$ cat src/rtl/pcg_pkg.sv
// ----------------------------------------------------------------------------
// pcg_pkg
// Shared types and constants of the pixel cluster grower.
// ----------------------------------------------------------------------------
package pcg_pkg;

	localparam int MaxMembersDefault = 64;
	localparam int CoordBitsDefault  = 16;

	localparam logic [2:0] StAccepted     = 3'd0;
	localparam logic [2:0] StInvalidId    = 3'd1;
	localparam logic [2:0] StDuplicate    = 3'd2;
	localparam logic [2:0] StNotNeighbour = 3'd3;
	localparam logic [2:0] StStoreFull    = 3'd4;

	typedef enum logic [2:0] {
		S_IDLE,
		S_SCAN,
		S_UPDATE,
		S_DIV,
		S_OUT
	} state_t;

	// Request to the divider and its busy flag.
	typedef struct packed {
		logic start;
		logic busy;
	} div_ctl_t;

endpackage

$ cat src/rtl/pixel_cluster_grower_top.sv
// ----------------------------------------------------------------------------
// pixel_cluster_grower_top
// Grows one pixel cluster and reports its centroid after every pixel.
// ----------------------------------------------------------------------------
// Input pixels arrive on the s_axis channel, one result per pixel leaves on
// m_axis. The search_pattern register selects four- or eight-connected
// neighbours and is written through cfg_we/cfg_wdata; the user must write
// it only while the block is idle, the block itself does not enforce this.
// Each pixel first scans the stored members, one memory read per cycle. The
// three divisions (centroid x, centroid y, leader ratio) share one
// bit-serial divider of 2*COORD_BITS+16 bits, one quotient bit per cycle,
// run one after another, and are skipped when the signal sum is zero. One
// pixel is handled at a time; s_axis_tready is high only while the block is
// idle. A result holds in the output register while the receiver stalls.
// The block goes idle at the same clock edge that loads a result, so the
// next pixel is processed while that result waits; its own result then
// waits in the final state until the output register is free. Reset empties
// the cluster and clears search_pattern; the member memory needs no
// clearing since only entries below the count are read.
// ----------------------------------------------------------------------------
module pixel_cluster_grower_top #(
	parameter int MAX_MEMBERS = pcg_pkg::MaxMembersDefault,
	parameter int COORD_BITS  = pcg_pkg::CoordBitsDefault
) (
	input  logic                      clk,
	input  logic                      arst_n,
	input  logic                      cfg_we,
	input  logic                      cfg_wdata,
	input  logic                      s_axis_tvalid,
	output logic                      s_axis_tready,
	// pixel_id, pixel_col, pixel_row, pos_x, pos_y, amplitude
	input  logic [((2*COORD_BITS+36)+7)/8*8-1:0] s_axis_tdata,
	// first_of_cluster
	input  logic                      s_axis_tuser,
	output logic                      m_axis_tvalid,
	input  logic                      m_axis_tready,
	// status, member_count, signal_sum, centroid_x, centroid_y, offset_x,
	// offset_y, leader_ratio, sum_is_zero, zero padded to whole bytes
	output logic [((4*COORD_BITS+$clog2(MAX_MEMBERS+1)+44)+7)/8*8-1:0] m_axis_tdata
);

	localparam int AW   = $clog2(MAX_MEMBERS);
	localparam int CW   = $clog2(MAX_MEMBERS + 1);
	localparam int CB   = COORD_BITS;
	localparam int WB   = CB + 22;
	localparam int DB   = 2 * CB + 16;
	localparam int OutW = 4 * CB + CW + 44;
	localparam int TdW  = (OutW + 7) / 8 * 8;

	logic [7:0]    in_id;
	logic [5:0]    in_col, in_row;
	logic [CB-1:0] in_x, in_y;
	logic [15:0]   in_amp;
	assign in_id  = s_axis_tdata[7:0];
	assign in_col = s_axis_tdata[13:8];
	assign in_row = s_axis_tdata[19:14];
	assign in_x   = s_axis_tdata[20 +: CB];
	assign in_y   = s_axis_tdata[20+CB +: CB];
	assign in_amp = s_axis_tdata[20+2*CB +: 16];

	pcg_pkg::state_t state_q, state_nx;

	logic          pattern_q;
	logic [7:0]    id_q;
	logic [5:0]    col_q, row_q;
	logic [CB-1:0] x_q, y_q;
	logic [15:0]   amp_q;
	logic [CW-1:0] total_q;
	logic [21:0]   sum_q;
	logic [WB-1:0] wx_q, wy_q;
	logic [15:0]   lamp_q;
	logic [CB-1:0] lx_q, ly_q;
	logic          dup_q, nb_q;
	logic [CW-1:0] rd_idx_q;
	logic          rd_vld_s1;
	logic [1:0]    div_sel_q;
	logic          div_wait_q;
	logic [2:0]    status_q;
	logic [CB-1:0] cx_q, cy_q;
	logic [15:0]   ratio_q;
	logic [TdW-1:0] out_q;
	logic          out_vld_q;

	logic          accept, out_take, scan_done;
	logic [19:0]   rd_data;
	logic [5:0]    m_col, m_row;
	logic [6:0]    dc, dr;
	logic          hit_nb;
	logic          wr_en;
	logic [DB-1:0] div_dividend;
	logic [DB-1:0] quotient;
	logic          div_busy;
	logic          div_neg;
	logic [WB-1:0] div_w;
	logic [WB-1:0] div_abs;
	logic [DB-1:0] quo_signed;
	pcg_pkg::div_ctl_t div_ctl;
	logic [CB+16:0] mul_x, mul_y;

	assign accept   = s_axis_tvalid && s_axis_tready;
	assign out_take = m_axis_tvalid && m_axis_tready;
	assign s_axis_tready = (state_q == pcg_pkg::S_IDLE);
	assign scan_done = (rd_idx_q == total_q) && !rd_vld_s1;

	always_ff @(posedge clk or negedge arst_n) begin
		if (!arst_n) begin
			pattern_q <= 1'b0;
		end else if (cfg_we) begin
			pattern_q <= cfg_wdata;
		end
	end

	pcg_member_store #(.MaxMembers(MAX_MEMBERS)) u_store (
		.clk    (clk),
		.wr_en  (wr_en),
		.wr_addr(total_q[AW-1:0]),
		.wr_data({id_q, col_q, row_q}),
		.rd_addr(rd_idx_q[AW-1:0]),
		.rd_data(rd_data)
	);

	assign m_col = rd_data[11:6];
	assign m_row = rd_data[5:0];
	assign dc = (m_col >= col_q) ? {1'b0, m_col - col_q} : {1'b0, col_q - m_col};
	assign dr = (m_row >= row_q) ? {1'b0, m_row - row_q} : {1'b0, row_q - m_row};
	assign hit_nb = pattern_q ? (dc < 7'd2 && dr < 7'd2) : (dc + dr == 7'd1);

	assign wr_en = (state_q == pcg_pkg::S_UPDATE) && (status_q == pcg_pkg::StAccepted);

	always_comb begin
		state_nx = state_q;
		unique case (state_q)
			pcg_pkg::S_IDLE:   if (accept) state_nx = pcg_pkg::S_SCAN;
			pcg_pkg::S_SCAN:   if (scan_done) state_nx = pcg_pkg::S_UPDATE;
			pcg_pkg::S_UPDATE: state_nx = pcg_pkg::S_DIV;
			pcg_pkg::S_DIV:
				if (!div_busy && !div_wait_q && div_sel_q == 2'd3) state_nx = pcg_pkg::S_OUT;
			pcg_pkg::S_OUT:    if (!out_vld_q || out_take) state_nx = pcg_pkg::S_IDLE;
			default:           state_nx = pcg_pkg::S_IDLE;
		endcase
	end

	// Divider operands: sign-magnitude for the weighted sums, leader << 16 for the ratio.
	always_comb begin
		div_w = (div_sel_q == 2'd0) ? wx_q : wy_q;
		div_neg = div_w[WB-1] && (div_sel_q != 2'd2);
		div_abs = div_w[WB-1] ? (~div_w + 1'b1) : div_w;
		if (div_sel_q == 2'd2) begin
			div_dividend = DB'({lamp_q, 16'h0});
		end else begin
			div_dividend = DB'(div_abs);
		end
		quo_signed = div_neg ? (~quotient + 1'b1) : quotient;
		div_ctl.start = (state_q == pcg_pkg::S_DIV) && !div_busy && !div_wait_q
			&& div_sel_q != 2'd3 && sum_q != '0;
		div_ctl.busy = div_busy;
	end

	pcg_divider #(.NumBits(DB)) u_div (
		.clk     (clk),
		.arst_n  (arst_n),
		.start   (div_ctl.start),
		.dividend(div_dividend),
		.divisor (sum_q),
		.busy    (div_busy),
		.quotient(quotient)
	);

	assign mul_x = $signed(x_q) * $signed({1'b0, amp_q});
	assign mul_y = $signed(y_q) * $signed({1'b0, amp_q});

	always_ff @(posedge clk or negedge arst_n) begin
		if (!arst_n) begin
			state_q    <= pcg_pkg::S_IDLE;
			total_q    <= '0;
			sum_q      <= '0;
			wx_q       <= '0;
			wy_q       <= '0;
			lamp_q     <= '0;
			lx_q       <= '0;
			ly_q       <= '0;
			out_vld_q  <= 1'b0;
			rd_vld_s1  <= 1'b0;
			rd_idx_q   <= '0;
			div_sel_q  <= '0;
			div_wait_q <= 1'b0;
		end else begin
			state_q <= state_nx;
			if (state_q == pcg_pkg::S_OUT && (!out_vld_q || out_take)) begin
				out_vld_q <= 1'b1;
			end else if (out_take) begin
				out_vld_q <= 1'b0;
			end
			unique case (state_q)
				pcg_pkg::S_IDLE: begin
					if (accept) begin
						if (s_axis_tuser) begin
							total_q <= '0;
							sum_q   <= '0;
							wx_q    <= '0;
							wy_q    <= '0;
							lamp_q  <= '0;
							lx_q    <= '0;
							ly_q    <= '0;
						end
						rd_idx_q  <= '0;
						rd_vld_s1 <= 1'b0;
					end
				end
				pcg_pkg::S_SCAN: begin
					rd_vld_s1 <= (rd_idx_q != total_q);
					if (rd_idx_q != total_q) rd_idx_q <= rd_idx_q + 1'b1;
				end
				pcg_pkg::S_UPDATE: begin
					div_sel_q  <= '0;
					div_wait_q <= 1'b0;
					if (status_q == pcg_pkg::StAccepted) begin
						total_q <= total_q + 1'b1;
						sum_q   <= sum_q + 22'(amp_q);
						wx_q    <= wx_q + WB'($signed(mul_x));
						wy_q    <= wy_q + WB'($signed(mul_y));
						if (total_q == '0 || amp_q > lamp_q) begin
							lamp_q <= amp_q;
							lx_q   <= x_q;
							ly_q   <= y_q;
						end
					end
				end
				pcg_pkg::S_DIV: begin
					if (sum_q == '0) begin
						div_sel_q <= 2'd3;
					end else if (div_ctl.start) begin
						div_wait_q <= 1'b1;
					end else if (div_wait_q && !div_busy) begin
						div_wait_q <= 1'b0;
						div_sel_q  <= div_sel_q + 1'b1;
					end
				end
				default: ;
			endcase
		end
	end

	always_ff @(posedge clk) begin
		if (accept) begin
			id_q  <= in_id;
			col_q <= in_col;
			row_q <= in_row;
			x_q   <= in_x;
			y_q   <= in_y;
			amp_q <= in_amp;
			dup_q <= 1'b0;
			nb_q  <= 1'b0;
		end
		if (state_q == pcg_pkg::S_SCAN && rd_vld_s1) begin
			if (rd_data[19:12] == id_q) dup_q <= 1'b1;
			if (hit_nb) nb_q <= 1'b1;
		end
		if (state_q == pcg_pkg::S_SCAN && scan_done) begin
			if (id_q == 8'd0) status_q <= pcg_pkg::StInvalidId;
			else if (dup_q) status_q <= pcg_pkg::StDuplicate;
			else if (!(nb_q || total_q == '0)) status_q <= pcg_pkg::StNotNeighbour;
			else if (total_q >= CW'(MAX_MEMBERS)) status_q <= pcg_pkg::StStoreFull;
			else status_q <= pcg_pkg::StAccepted;
		end
		if (state_q == pcg_pkg::S_UPDATE) begin
			cx_q    <= '0;
			cy_q    <= '0;
			ratio_q <= '0;
		end
		if (state_q == pcg_pkg::S_DIV && div_wait_q && !div_busy) begin
			case (div_sel_q)
				2'd0: cx_q <= quo_signed[CB-1:0];
				2'd1: cy_q <= quo_signed[CB-1:0];
				default: ratio_q <= (quotient > DB'(16'hFFFF)) ? 16'hFFFF : quotient[15:0];
			endcase
		end
		if (state_q == pcg_pkg::S_OUT && (!out_vld_q || out_take)) begin
			out_q <= TdW'({
				(sum_q == '0),
				ratio_q,
				(sum_q == '0) ? {(CB+1){1'b0}}
					: ({cy_q[CB-1], cy_q} - {ly_q[CB-1], ly_q}),
				(sum_q == '0) ? {(CB+1){1'b0}}
					: ({cx_q[CB-1], cx_q} - {lx_q[CB-1], lx_q}),
				cy_q, cx_q, sum_q, total_q, status_q});
		end
	end

	assign m_axis_tvalid = out_vld_q;
	assign m_axis_tdata  = out_q;

endmodule

$ cat src/rtl/pcg_divider.sv
// ----------------------------------------------------------------------------
// pcg_divider
// Restoring divider for an unsigned dividend over a 22-bit divisor,
// one quotient bit per cycle.
// ----------------------------------------------------------------------------
module pcg_divider #(
	parameter int NumBits = 48
) (
	input  logic               clk,
	input  logic               arst_n,
	input  logic               start,
	input  logic [NumBits-1:0] dividend,
	input  logic [21:0]        divisor,
	output logic               busy,
	output logic [NumBits-1:0] quotient
);

	localparam int CntBits = $clog2(NumBits + 1);

	logic [NumBits-1:0] quo_q;
	logic [22:0]        rem_q;
	logic [21:0]        dvs_q;
	logic [CntBits-1:0] cnt_q;
	logic [23:0]        trial;
	logic [22:0]        shifted;

	assign shifted = {rem_q[21:0], quo_q[NumBits-1]};
	assign trial   = {1'b0, shifted} - {2'b00, dvs_q};

	always_ff @(posedge clk or negedge arst_n) begin
		if (!arst_n) begin
			cnt_q <= '0;
		end else if (start) begin
			cnt_q <= CntBits'(NumBits);
		end else if (cnt_q != '0) begin
			cnt_q <= cnt_q - 1'b1;
		end
	end

	always_ff @(posedge clk) begin
		if (start) begin
			quo_q <= dividend;
			rem_q <= '0;
			dvs_q <= divisor;
		end else if (cnt_q != '0) begin
			if (!trial[23]) begin
				rem_q <= trial[22:0];
				quo_q <= {quo_q[NumBits-2:0], 1'b1};
			end else begin
				rem_q <= shifted;
				quo_q <= {quo_q[NumBits-2:0], 1'b0};
			end
		end
	end

	assign busy     = (cnt_q != '0);
	assign quotient = quo_q;

endmodule

$ cat src/rtl/pcg_member_store.sv
// ----------------------------------------------------------------------------
// pcg_member_store
// Member memory with one write port and one registered read port.
// ----------------------------------------------------------------------------
module pcg_member_store #(
	parameter int MaxMembers = pcg_pkg::MaxMembersDefault
) (
	input  logic                          clk,
	input  logic                          wr_en,
	input  logic [$clog2(MaxMembers)-1:0] wr_addr,
	input  logic [19:0]                   wr_data,
	input  logic [$clog2(MaxMembers)-1:0] rd_addr,
	output logic [19:0]                   rd_data
);

	logic [19:0] mem [MaxMembers];

	always_ff @(posedge clk) begin
		if (wr_en) begin
			mem[wr_addr] <= wr_data;
		end
		rd_data <= mem[rd_addr];
	end

endmodule

$ cat config.mk
export PLATFORM = sky130hd
export DESIGN_NAME = pixel_cluster_grower_top
export DESIGN_NICKNAME = d
export VERILOG_FILES = /design/src/rtl/pcg_pkg.sv /design/src/rtl/pixel_cluster_grower_top.sv /design/src/rtl/pcg_divider.sv /design/src/rtl/pcg_member_store.sv
export SDC_FILE = /design/constraint.sdc
export NUM_CORES = 2
export LEC_CHECK = 0
export ABC_CLOCK_PERIOD_IN_PS = 10800
export CORE_MARGIN = 2
export CORE_UTILIZATION = 50
export DETAILED_ROUTE_END_ITERATION = 8
export DONT_BUFFER_PORTS = 1
export SYNTH_ARGS = -nofsm -noshare
export SYNTH_HDL_FRONTEND = slang
export SYNTH_HIERARCHICAL = 1
export SYNTH_SLANG_ARGS = --single-unit
$ cat constraint.sdc
create_clock -name clk -period 10.8 [get_ports clk]
set_input_delay 1.08 -clock clk [delete_from_list [all_inputs] [get_ports clk]]
set_output_delay 1.08 -clock clk [all_outputs]
set_load 0.03 [all_outputs]
# After elaboration in Yosys (flattened, before gate mapping)
# Memories as Yosys holds them, arrays and structs flattened. A register that Yosys moved wholly into a read port is not among the register bits.
# Index checks and enable logic that the tools add are counted.
[word_totals]
elab_cells = 214
output_inout_bits = 122
reg_bits = 503
ramBits = 1280
mem_count = 1
mem_bits_ro = 0
latch_bits = 0
input_bits = 79
[classes]
n_bitwise = 3
n_shift = 0
multipliers = 2
div = 0
reduce_logical = 47
n_lt_le_gt_ge = 7
mux = 79
n_addsub = 17
n_eq_ne = 25
[mem_list]
columns = ["name", "depth", "word_bits", "read_ports", "rd_ports_with_merged_regs", "wr", "line", "rtl"]
rows = [
  ["u_store.mem", 64, 20, 1, 1, 1, "pcg_member_store.sv:16", "logic [19:0] mem [MaxMembers];"],
]
[op_table]
columns = ["op", "count"]
rows = [
  ["$mux 16", 19],
  ["$mux 38", 7],
  ["$pmux 38 s2", 2],
  ["$mux 48", 2],
  ["$pmux 16 s2", 3],
  ["$mux 22", 4],
  ["$add 38x38->38", 2],
  ["$mul 16x17->33", 2],
  ["$gt 48x16->1 const B", 1],
  ["$pmux 22 s2", 1],
  ["$add 38x1->38 const B", 1],
  ["$not 38->38", 1],
  ["$mux 7", 5],
  ["$sub 16x16->17", 2],
  ["$pmux 7 s2", 2],
  ["$mux 6", 4],
  ["$sub 23x22->24", 1],
  ["$sub 6x6->6", 4],
  ["$add 22x16->22", 1],
  ["$logic_not 22->1", 1],
  ["$reduce_bool 22->1", 1],
  ["$logic_and 1x1->1", 18],
  ["$add 16x1->16 const B", 1],
  ["$gt 16x16->1", 1],
  ["other kinds (42)", 94],
]

# Longest topological paths before layout
[logic_depth]
word_depth = 9
depth_mapped = 36
mapped_depth_nobuf = 34

# By module
# The synthesis kept the hierarchy.
[modules_own_cells]
columns = ["module", "instances", "cells_each", "area_per_inst_um2", "seq_area_each_um2"]
rows = [
  ["pcg_member_store", 1, 2243, 49492.5, 38837.2],
  ["pixel_cluster_grower_top", 1, 4364, 40792.9, 10815.4],
  ["pcg_divider", 1, 448, 5151.2, 2692.6],
]

# Worst setup path after synthesis
# No wires, ideal clock.
[synth_path]
path_kind = "register to register"
from = "register amp_q[10]"
to = "register wy_q[33]"
path_stages_with_launch = 32
path_buffers = 1
arrival_ps = 7888
path_slack_ps = 2791
cell_sequence = "edfxtp_1 clkbuf_1 nand2_1 fa_1 fa_1 fa_1 fa_1 inv_1 fa_1 inv_1 fa_1 inv_1 ha_1 and3_4 and3_1 and3_1 o31a_1 o311a_4 a21boi_2 o21bai_1 a21o_1 a21o_1 o311ai_1 ha_1 a21o_1 a21oi_1 o21ai_0 nor2_1 a21oi_1 o21a_1 or3_1 a32o_1"
[synth_between]
elab_chain_cells = 4
[synth_lines]
columns = ["element", "line", "rtl"]
rows = [
  ["start: declaration", "pixel_cluster_grower_top.sv:67", "logic [15:0] amp_q;"],
  ["start signal: assignment", "pixel_cluster_grower_top.sv:251", "amp_q <= in_amp;"],
  ["$mul 16x17->33", "pixel_cluster_grower_top.sv:170", "assign mul_y = $signed(y_q) * $signed({1'b0, amp_q});"],
  ["$add 38x38->38", "pixel_cluster_grower_top.sv:221", "wy_q <= wy_q + WB'($signed(mul_y));"],
  ["$mux 38", "pixel_cluster_grower_top.sv:217", "if (status_q == pcg_pkg::StAccepted) begin"],
  ["$pmux 38 s2", "pixel_cluster_grower_top.sv:194", "unique case (state_q)"],
  ["end signal: assignment", "pixel_cluster_grower_top.sv:221", ""],
  ["end: declaration", "pixel_cluster_grower_top.sv:70", "logic [WB-1:0] wx_q, wy_q;"],
]
# No other way between the ends. The select of a mux whose other input is x is not followed.
# A chain may end at the register's enable or synchronous reset.

# Final worst setup path
[layout_path]
from = "register amp_q[8]"
to = "register wx_q[37]"
[layout_between]
elab_chain_cells = 4
[layout_lines]
columns = ["element", "line", "rtl"]
rows = [
  ["$mul 16x17->33", "pixel_cluster_grower_top.sv:169", "assign mul_x = $signed(x_q) * $signed({1'b0, amp_q});"],
  ["$add 38x38->38", "pixel_cluster_grower_top.sv:220", "wx_q <= wx_q + WB'($signed(mul_x));"],
  ["$mux 38", "pixel_cluster_grower_top.sv:217", ""],
  ["$pmux 38 s2", "pixel_cluster_grower_top.sv:194", ""],
  ["end signal: assignment", "pixel_cluster_grower_top.sv:220", ""],
  ["end: declaration", "pixel_cluster_grower_top.sv:70", ""],
]
# No other way between the ends. The select of a mux whose other input is x is not followed.

==> flow_summary.yaml <==
routing:
  routedWlPerCell_um: 25.4
  drt_iter0_drc: 4900
  drt_first_pass_iters: 6
  ant_nets: 0
  drc: 0
  via_per_inst: 5.89
  num_vias: 57600
  routed_wirelength_um: 249000
die:
  die_y_um: 441
  rows: 160
  ios: 201
  dieArea_mm2: 0.194
  coreArea_mm2: 0.190
  die_w_um: 441
  start_util_pct: 50.2
setup_path:
  start_kind: "flip-flop"
  crit_fanout: 20
  r2r_end: "wx_q[37]$_DFFE_PN0P_"
  cpPeakStageDelay_ns: 0.97
  cp_slowest_cell: "edfxtp_1"
  worstPathRequired_ns: 11.54
  critPathArrivalTime_ns: 9.82
  critical_path_class: "flip-flop to flip-flop"
  crit_path_end_kind: "flip-flop"
  r2r_cells: 30
  path_common_cell: "fa_1"
  r2r_start: "amp_q[8]$_DFFE_PP_"
  reg2reg_setup_slack_ns: 1.72
sta:
  slew_headroom_pct: 21.2
  rsz0062_at_grt: "no"
  fin_skew_ns: 0.0790
  finalHoldViolations: 0
  setup_violations: 0
  finalCriticalPeriod_ns: 9.08
  finalCritPeriodShare_pct: 84.1
  setup-tns-final_ns: 0
  tightest_slew_ns: 1.18
  maxSlewViolCount: 0
  clock.fmax_mhz: 110
yosys:
  synth-main-ff-cell: "edfxtp_1"
  synthArstFlopShare_pct: 9.71
  seq_area_frac_synth_pct: 54.8
  synth_edf_count: 1536
  synthCells: 7055
  syn_area_mm2: 0.0954
  avgSynthCellArea_um2: 13.5
  yosysTopAreaCell: "edfxtp_1"
  synth_area_leaders: "edfxtp_1 (48%), fa_1 (8.4%), mux4_2 (6.2%), ha_1 (5.8%), dfrtp_1 (4.6%)"
  synth_top_area_share_pct: 48.3
  yosysWarnings: 6
  yosysUniqueCellTypes: 94
  synth-seq-cells: 1803
placement:
  hpwl_um: 163000
  port_buffers: 0
  place.gp.congestion: 0.894
global_routing:
  grt_pass1_vias: 57800
  grt_pass1_wl_um: 371000
  antenna_found_initial: 6
  grt_max_degree: 169
  overflow: 0
  grt_usage_pct: 25.7
flow_run:
  drv_cap: 0
worst_hold_path:
  min_path_type: "input pin to async pin"
final_layout:
  syn_to_final_growth_pct: 10.0
  nNetsFinal: 8037
  fillers: 15400
  drive_gt1_share_pct: 12.3
cts:
  clock-sinks: 1803
  clk_pin_slew_ns: 0.07
  clock-root-buffer: "clkbuf_16"
  clock_latency_ns: 0.86
  clockBufferDepth: 3
  cts_tree: "built"
  cts-htree-levels: 4
  cts_made_buffers: 191
run_status:
  outcome: "completed"
## routing by layer
metal  track usage [%]  wire length (µm)  part of all wire, %  vias up
met5                 0                13               0.0052        -
met4              11.1             11600                  4.7        2
met3              3.64             13000                  5.2      383
met2              43.1            123000                   50     1708
met1              33.5            101000                   41    29800
li1                  -                 -                    -    25800
## worst max-delay path: cells and delay by family (launching register included)
| kind | cells | cell delay (ns) |
|---|---|---|
| adder cells (fa/ha/maj) | 8 | 3.72 |
| buffers and inverters | 3 | 0.15 |
| AND/OR/NAND/NOR | 3 | 0.51 |
| XOR/XNOR | 2 | 0.38 |
| AO/OA/AOI/OAI | 14 | 3.27 |
| flip-flops | 1 | 0.97 |
## stage by stage
step	instances	setup slack (ns)	instance area, µm²	hold slack, ns	utilization (%)
2_1_floorplan	7069	2.79	95500	0.409	-
3_3_place_gp	9429	1.72	98700	0.416	52.0
3_5_place_dp	9429	1.62	98700	0.416	52.0
4_1_cts	9786	1.65	105000	0.248	55.3
5_1_grt	9787	1.14	105000	0.263	55.3
6_report	9791	1.72	105000	0.177	55.3
## cell type report
| class | count | area [µm²] | area share (%) |
|---|---|---|---|
| Clock inverter | 112 | 1120 | 1.06 |
| Sequential cell | 1803 | 52400 | 49.9 |
| Clock buffer | 243 | 5110 | 4.86 |
| Inverter | 678 | 2550 | 2.42 |
| Timing Repair Buffer | 171 | 1330 | 1.27 |
| Multi-Input combinational cell | 4268 | 39400 | 37.5 |
| Tap cell | 2511 | 3140 | 2.99 |
| Antenna cell | 5 | 12.5 | 0.0119 |
## timing repair
| action | 4_1_cts | 5_1_grt |
|---|---|---|
| setup buffers | 0 | 0 |
| endpoints found under the hold margin | 168 | 0 |
| hold buffers | 2 | 0 |
| resized for setup | 0 | 0 |
## synthesized netlist by cell type, types with 40 or more instances
cell type / instances
edfxtp_1: 1536
inv_1: 674
nand2_1: 498
ha_1: 446
fa_1: 399
nor2_1: 310
o21ai_0: 294
mux4_2: 264
mux2i_1: 242
and2_1: 234
a21oi_1: 227
clkbuf_1: 217
dfrtp_1: 175
xnor2_1: 127
a21o_1: 103
xor2_1: 98
dfxtp_1: 92
nand3_1: 92
a22oi_1: 69
nor3_1: 65
a22o_1: 59
mux2_2: 58
o22ai_1: 58
buf_2: 57
a31oi_1: 56
nand2b_1: 56
and3_1: 42
nor2b_1: 41
o21a_1: 40
## how the worst max path moves through the flow
stage	start	to	slack, ns	cells past startpoint
after floorplan	amp_q[10]$_DFFE_PP_	wy_q[33]$_DFFE_PN0P_	2.79	31
after global placement	amp_q[5]$_DFFE_PP_	wx_q[37]$_DFFE_PN0P_	1.72	31
after detailed placement	amp_q[8]$_DFFE_PP_	wx_q[37]$_DFFE_PN0P_	1.62	30
after CTS	amp_q[8]$_DFFE_PP_	wx_q[37]$_DFFE_PN0P_	1.65	30
after global routing	amp_q[9]$_DFFE_PP_	wy_q[35]$_DFFE_PN0P_	1.14	31
final	amp_q[8]$_DFFE_PP_	wx_q[37]$_DFFE_PN0P_	1.72	30
## flip-flops by register name (all words and copies together), names as in the netlist, 20 cells and up
| signal | count |
|---|---|
| u_div/dvs_q | 22 |
| u_div/rem_q | 22 |
| u_store/rd_data | 20 |
| sum_q | 22 |
| wx_q | 38 |
| u_div/quotient | 48 |
| m_axis_tdata | 115 |
| u_store/mem | 1280 |
| wy_q | 38 |
## cells by family (layout without fill, tap and decap cells)
group,count (synthesis),after routing,synth area share [%]
buf+inv,998,1204,4.18
compound gates,1134,1134,7.68
other cells,1,20,0.00393
xor+xnor,225,225,2.06
fa+ha+maj,845,845,14.2
flops,1803,1803,54.8
mux,565,565,9.47
simple gates,1484,1484,7.54
## cell usage in the layout (no fill, tap or decap), drive strengths merged, types with 16 or more instances in the layout
master     n
mux2i    243
a311oi    17
a22oi     69
nand2    499
and2     234
dfrtp    175
mux2      58
nor2     310
nand2b    56
dfxtp     92
and3      43
ha       446
nand4     33
nor4      33
o211ai    19
inv      678
buf      170
o21ai    303
a31oi     56
or3       23
o22ai     58
edfxtp  1536
nor3      65
nand3     92
a211oi    39
o31ai     37
xor2      98
nor2b     41
a21oi    228
o21a      40
xnor2    127
a22o      59
fa       399
clkbuf   243
a21boi    16
o21bai    25
a21o     103
mux4     264
clkinv    89
Power is left out: the tool's default activity adds up to more than one toggle a clock period on the data nets, which glitch-free logic cannot reach.
